`config.mk`:
```
export PLATFORM = sky130hd
export DESIGN_NAME = gld_pack
export DESIGN_NICKNAME = d
export VERILOG_FILES = /design/src/hw/rtl/gld_pkg.sv /design/src/hw/rtl/gld_pack.sv
export SDC_FILE = /design/constraint.sdc
export NUM_CORES = 1
export LEC_CHECK = 0
export BUFFER_PORTS_ARGS = -buffer_cell sky130_fd_sc_hd__buf_2
export CAP_MARGIN = 10
export CORE_MARGIN = 2
export CORE_UTILIZATION = 45
export DETAILED_ROUTE_END_ITERATION = 8
export GPL_ROUTABILITY_DRIVEN = 0
export SLEW_MARGIN = 20
export SYNTH_ARGS = -nofsm -noshare
export SYNTH_HDL_FRONTEND = slang
export SYNTH_SLANG_ARGS = --single-unit
export TNS_END_PERCENT = 10
```
`constraint.sdc`:
```
create_clock -name clk -period 45.5 [get_ports clk]
set_clock_uncertainty 0.1 [all_clocks]
set_input_delay 9.1 -clock clk [delete_from_list [all_inputs] [get_ports clk]]
set_output_delay 9.1 -clock clk [all_outputs]
set_load 0.05 [all_outputs]
```
`src/hw/rtl/gld_pkg.sv`:
```
// shared constants, types and helpers of the gif lzw pixel decoder
`timescale 1ns / 1ps
package gld_pkg;
	localparam int MAX_CODE_BITS_DEF = 12;
	localparam int DICT_ENTRIES_DEF  = 4096;
	localparam int PIX_PER_RES       = 64;
	localparam int MAX_RESULTS       = 64;
	localparam int PIX_CAP           = MAX_RESULTS * PIX_PER_RES;
	localparam int PIX_CAP_END       = (MAX_RESULTS - 1) * PIX_PER_RES;
	localparam int CNT_W             = $clog2(PIX_PER_RES + 1);
	localparam int TOT_W             = $clog2(PIX_CAP + 1);
	localparam int SIZE_W            = 4;
	localparam logic [SIZE_W-1:0] MIN_SIZE_RESET = 4'd8;
	localparam logic [SIZE_W-1:0] MIN_SIZE_LO    = 4'd2;
	localparam logic [SIZE_W-1:0] MIN_SIZE_HI    = 4'd9;

	// one pixel beat from the decoder core
	typedef struct packed {
		logic       valid;
		logic [7:0] pixel;
	} pix_beat_t;

	// end of the work on one input byte
	typedef struct packed {
		logic valid;
		logic ended;
	} run_end_t;

	// packer answers to the core
	typedef struct packed {
		logic pix_ready;
		logic end_ready;
	} pack_ack_t;

	// clamp the minimum code size to the legal range
	function automatic logic [SIZE_W-1:0] eff_size(input logic [SIZE_W-1:0] s);
		logic [SIZE_W-1:0] r;
		r = s;
		if (s < MIN_SIZE_LO) r = MIN_SIZE_LO;
		if (s > MIN_SIZE_HI) r = MIN_SIZE_HI;
		return r;
	endfunction
endpackage

```
`src/hw/rtl/gld_pack.sv`:
```
// packs pixel beats into results of up to 64 pixels with an output register
`timescale 1ns / 1ps
module gld_pack (
	input  logic                                  clk,
	input  logic                                  arst_n,
	input  gld_pkg::pix_beat_t                    pix,
	input  gld_pkg::run_end_t                     run_end,
	output gld_pkg::pack_ack_t                    ack,
	output logic                                  out_valid,
	input  logic                                  out_ready,
	output logic [gld_pkg::PIX_PER_RES*8-1:0]     out_pixels,
	output logic [gld_pkg::CNT_W-1:0]             out_count,
	output logic                                  out_last,
	output logic                                  out_eoi
);
	localparam int BUF_W = gld_pkg::PIX_PER_RES * 8;
	localparam int IX_W  = $clog2(gld_pkg::PIX_PER_RES);
	localparam logic [gld_pkg::CNT_W-1:0] FULL = gld_pkg::CNT_W'(gld_pkg::PIX_PER_RES);
	localparam logic [gld_pkg::TOT_W-1:0] CAP  = gld_pkg::TOT_W'(gld_pkg::PIX_CAP);
	localparam logic [gld_pkg::TOT_W-1:0] CAP_END = gld_pkg::TOT_W'(gld_pkg::PIX_CAP_END);

	localparam logic [2:0] ACT_NONE   = 3'd0;
	localparam logic [2:0] ACT_APPEND = 3'd1;
	localparam logic [2:0] ACT_START  = 3'd2;
	localparam logic [2:0] ACT_MARK   = 3'd3;
	localparam logic [2:0] ACT_FINISH = 3'd4;
	localparam logic [2:0] ACT_DROP   = 3'd5;

	logic [BUF_W-1:0]              buf_q;
	logic [gld_pkg::CNT_W-1:0]     bcnt_q;
	logic [gld_pkg::TOT_W-1:0]     total_q;
	logic                          mark_q;
	logic                          ov_q;
	logic [BUF_W-1:0]              opix_q;
	logic [gld_pkg::CNT_W-1:0]     ocnt_q;
	logic                          olast_q;
	logic                          oeoi_q;

	logic                          can_push;
	logic                          push;
	logic                          push_marker;
	logic                          push_last;
	logic [2:0]                    act;

	// beat decisions
	always_comb begin
		can_push    = !ov_q || out_ready;
		push        = 1'b0;
		push_marker = 1'b0;
		push_last   = 1'b0;
		act         = ACT_NONE;
		ack         = '0;
		if (pix.valid) begin
			if (total_q >= CAP) begin
				ack.pix_ready = 1'b1;
				act           = ACT_DROP;
			end else if (bcnt_q == FULL) begin
				if (can_push) begin
					push          = 1'b1;
					ack.pix_ready = 1'b1;
					act           = ACT_START;
				end
			end else begin
				ack.pix_ready = 1'b1;
				act           = ACT_APPEND;
			end
		end else if (run_end.valid) begin
			if (mark_q) begin
				if (can_push) begin
					push          = 1'b1;
					push_marker   = 1'b1;
					ack.end_ready = 1'b1;
					act           = ACT_FINISH;
				end
			end else if (bcnt_q != '0 && !(run_end.ended && total_q > CAP_END)) begin
				if (can_push) begin
					push      = 1'b1;
					push_last = !run_end.ended;
					if (run_end.ended) begin
						act = ACT_MARK;
					end else begin
						ack.end_ready = 1'b1;
						act           = ACT_FINISH;
					end
				end
			end else if (run_end.ended) begin
				// pixels past the cap give way to the end marker
				act = ACT_MARK;
			end else begin
				ack.end_ready = 1'b1;
				act           = ACT_FINISH;
			end
		end
	end

	// build buffer and counters
	always_ff @(posedge clk or negedge arst_n) begin
		if (!arst_n) begin
			buf_q   <= '0;
			bcnt_q  <= '0;
			total_q <= '0;
			mark_q  <= 1'b0;
		end else begin
			case (act)
				ACT_APPEND: begin
					buf_q[bcnt_q[IX_W-1:0]*8 +: 8] <= pix.pixel;
					bcnt_q  <= bcnt_q + gld_pkg::CNT_W'(1);
					total_q <= total_q + gld_pkg::TOT_W'(1);
				end
				ACT_START: begin
					buf_q   <= BUF_W'(pix.pixel);
					bcnt_q  <= gld_pkg::CNT_W'(1);
					total_q <= total_q + gld_pkg::TOT_W'(1);
				end
				ACT_MARK: begin
					buf_q  <= '0;
					bcnt_q <= '0;
					mark_q <= 1'b1;
				end
				ACT_FINISH: begin
					buf_q   <= '0;
					bcnt_q  <= '0;
					total_q <= '0;
					mark_q  <= 1'b0;
				end
				default: begin
				end
			endcase
		end
	end

	// output register
	always_ff @(posedge clk or negedge arst_n) begin
		if (!arst_n) begin
			ov_q <= 1'b0;
		end else if (push) begin
			ov_q <= 1'b1;
		end else if (out_ready) begin
			ov_q <= 1'b0;
		end
	end

	always_ff @(posedge clk) begin
		if (push) begin
			opix_q  <= push_marker ? '0 : buf_q;
			ocnt_q  <= push_marker ? '0 : bcnt_q;
			olast_q <= push_marker || push_last;
			oeoi_q  <= push_marker;
		end
	end

	assign out_valid  = ov_q;
	assign out_pixels = opix_q;
	assign out_count  = ocnt_q;
	assign out_last   = olast_q;
	assign out_eoi    = oeoi_q;
endmodule

```
==> results.sh <==
export IMPL_seq_area_frac_synth_pct=62.8
export IMPL_syn_avg_cell_area_um2=13.2
export IMPL_hpwl_mm=91.6
export IMPL_grt_overflow=0
export IMPL_peakVddDrop_v=0.0000300
export IMPL_cts_setup_buffers=0
export IMPL_synth_edff_count=521
export IMPL_cts_hold_buf=0
export IMPL_io_buffer_count=537
export IMPL_synthCells=3504
export IMPL_maxSlewHeadroom_pct=19.4
export IMPL_leakage_nw=23.8
export IMPL_pre_cts_ws_ps=24930
export IMPL_crit_type="in2out"
export IMPL_ant_nets=0
export IMPL_cts_buffers_inserted=114
export IMPL_vias=31700
export IMPL_fillCellCount=8791
export IMPL_cts_tree="yes"
export IMPL_antenna_found_initial=4
export IMPL_setup_viol=0
export IMPL_yosysMostFrequentCell="dfrtp_1"
export IMPL_synth_cell_type_count=76
export IMPL_rows=117
export IMPL_syn_to_final_growth_pct=16.0
export IMPL_cts_root_buf="clkbuf_16"
export IMPL_die_h_um=324
export IMPL_slew_viol_final=0
export IMPL_timing_reg2reg_setup_slack_ps=39240
export IMPL_hold_class="reg2reg"
export IMPL_r2r_start="bcnt_q[0]"
export IMPL_drt_wl_total_mm=147
export IMPL_status="finished clean"
export IMPL_worst_pin_slew_ps=1210
export IMPL_viasPerCell=5.94
export IMPL_worst_ep_required_time_ps=36300
export IMPL_grt_pass1_wl_mm=216
export IMPL_multi_input_area_mm2=0.0159
export IMPL_ys_top_cells_by_area="edfxtp_1, dfrtp_1, mux2i_1, o211ai_1, and2_1"
export IMPL_endpoint_kind="primary output"
export IMPL_async_flop_share_pct=50.6
export IMPL_htreeDepth=3
export IMPL_layout_min_cycle_time_ps=20570
export IMPL_cts_sinks=1055
export IMPL_rr_endpoint="out_pixels[109]"
export IMPL_die_area_mm2=0.105
export IMPL_nNetsFinal=3882
export IMPL_grt_pass1_vias=30800
export IMPL_drive_gt1_share_pct=21.5
export IMPL_ios=538
export IMPL_synth_fp_nets=3523
export IMPL_finalHoldViolCount=0
export IMPL_holdWs_ps=401
export IMPL_grt_start_max_net_pins=231
export IMPL_crit_path_end="ack[0]"
export IMPL_clock_latency_ps=720
export IMPL_cp_start_kind="primary input"
export IMPL_post_cts_resized=0
export IMPL_seqCellArea_mm2=0.0290
export IMPL_yosys_warnings=0
export IMPL_period_share_pct=45.2
export IMPL_firstDrtPassIters=5
export IMPL_reg2reg_depth=10
export IMPL_total_power_mw=2.64
export IMPL_drt_iter0_drc=3243
export IMPL_antenna_cells=0
export IMPL_cellPowerDensity_mw_per_mm2=49.2
export IMPL_synth_common_cells="dfrtp_1, and2_1, edfxtp_1, o211ai_1, mux2i_1"
export IMPL_drc_errors=0
export IMPL_setup_tns_final_ps=0
export IMPL_max_cap_violations=0
export IMPL_ys_flop_type="dfrtp_1"
export IMPL_synth_seq_cells=1055
export IMPL_cts_max_path_buffers=3
export IMPL_die_w_um=324
export IMPL_synth_area_mm2=0.0462
export IMPL_worstPathArrival_ps=11370
export IMPL_clkSlewWorstSetupHoldPaths_ps=60
export IMPL_synth_top_area_share_pct=33.9
export IMPL_track_usage_pct=27.4
export IMPL_wl_per_cell_um=27.6
export IMPL_yosysTopAreaCell="edfxtp_1"
export IMPL_fin_ws_ps=24930
export IMPL_cp_startpoint="pix[8]"
export IMPL_rsz0062_at_grt="false"
export IMPL_fmax_ghz=0.0486
export IMPL_fp_coreArea_mm2=0.102
export IMPL_cp_max_fo=41
export IMPL_start_util_pct=45.4
[per-layer routing]
metal / share of wire [%] / GRT usage (%) / routed length, µm
met5: 0 / 0 / 0
met4: 3.7 / 10.6 / 5460
met3: 6.8 / 5.15 / 10100
met2: 45 / 40.1 / 66500
met1: 44 / 40.4 / 65100
[state kept, by name, indices dropped and copies added (netlist names), named ones only]
register    cells
out_eoi         1
bcnt_q          7
out_count       7
buf_q         504
total_q        13
mark_q          1
out_valid       1
out_last        1
out_pixels    512
[logic make-up (layout without fill, tap and decap cells)]
| logic type | after synthesis | count (layout) | share of synthesized area (%) |
|---|---|---|---|
| compound gates | 777 | 777 | 13.0 |
| xor+xnor | 17 | 17 | 0.322 |
| fa+ha+maj | 5 | 5 | 0.135 |
| buf+inv | 362 | 822 | 3.15 |
| flops | 1055 | 1055 | 62.8 |
| mux | 430 | 430 | 9.31 |
| simple gates | 858 | 858 | 11.3 |
[per-stage QoR]
| stage | util [%] | area (µm²) | instances |
|---|---|---|---|
| floorplan | - | 46200 | 3504 |
| global placement | 49.0 | 49900 | 5115 |
| detailed placement | 49.0 | 49900 | 5115 |
| CTS | 52.6 | 53600 | 5332 |
| global route | 52.6 | 53600 | 5332 |
| finish | 52.6 | 53600 | 5332 |
[final cells by class]
cell class / count / area share, %
clock buffer: 158 / 5.84
clock inverter: 59 / 1.10
inverter: 10 / 0.0700
multi-input combinational: 2087 / 29.6
sequential: 1055 / 54.1
tap: 1368 / 3.19
timing repair buffer: 595 / 6.07
[placed cells by master, fill, tap and decap left out, types with 10 or more instances in the layout]
master | netlist | layout
buf_2 | 35 | 536
dfrtp_1 | 534 | 533
and2_1 | 527 | 526
edfxtp_1 | 521 | 521
o211ai_1 | 495 | 495
mux2i_1 | 430 | 430
clkbuf_16 | 0 | 115
nor2_1 | 94 | 94
o2111ai_1 | 73 | 73
nand2_1 | 62 | 61
a31oi_1 | 54 | 53
a211oi_1 | 51 | 49
buf_4 | 14 | 47
clkbuf_1 | 290 | 34
nand3_2 | 30 | 30
nor3_1 | 30 | 28
clkinv_1 | 1 | 20
clkinv_2 | 0 | 20
and3_1 | 19 | 19
a21oi_1 | 18 | 17
nand3_1 | 18 | 17
a41oi_1 | 16 | 16
nand4_1 | 15 | 15
nand4_2 | 11 | 11
bufinv_16 | 0 | 11
xor2_1 | 10 | 10
o41ai_1 | 10 | 10
[worst max-delay path, stage by stage]
cell and delay [ps]:
buf_2 120, nor2b_1 440, nand2_4 440, nor3_2 860, buf_2 410
[power by group]
group	switching [mW]	internal, mW	leakage [nW]
Sequential	0.0379	1.08	12.4
Clock	0.387	0.542	1.82
Combinational	0.494	0.104	9.50
Total	0.919	1.72	23.8
[worst min path at each step]
stage | from | end | cells after the start
finish | register | register | 1
global placement | register | register | 1
detailed placement | register | register | 1
CTS | register | register | 1
global route | register | register | 1
floorplan | register | register | 1
(Power assumes the default switching activity.)
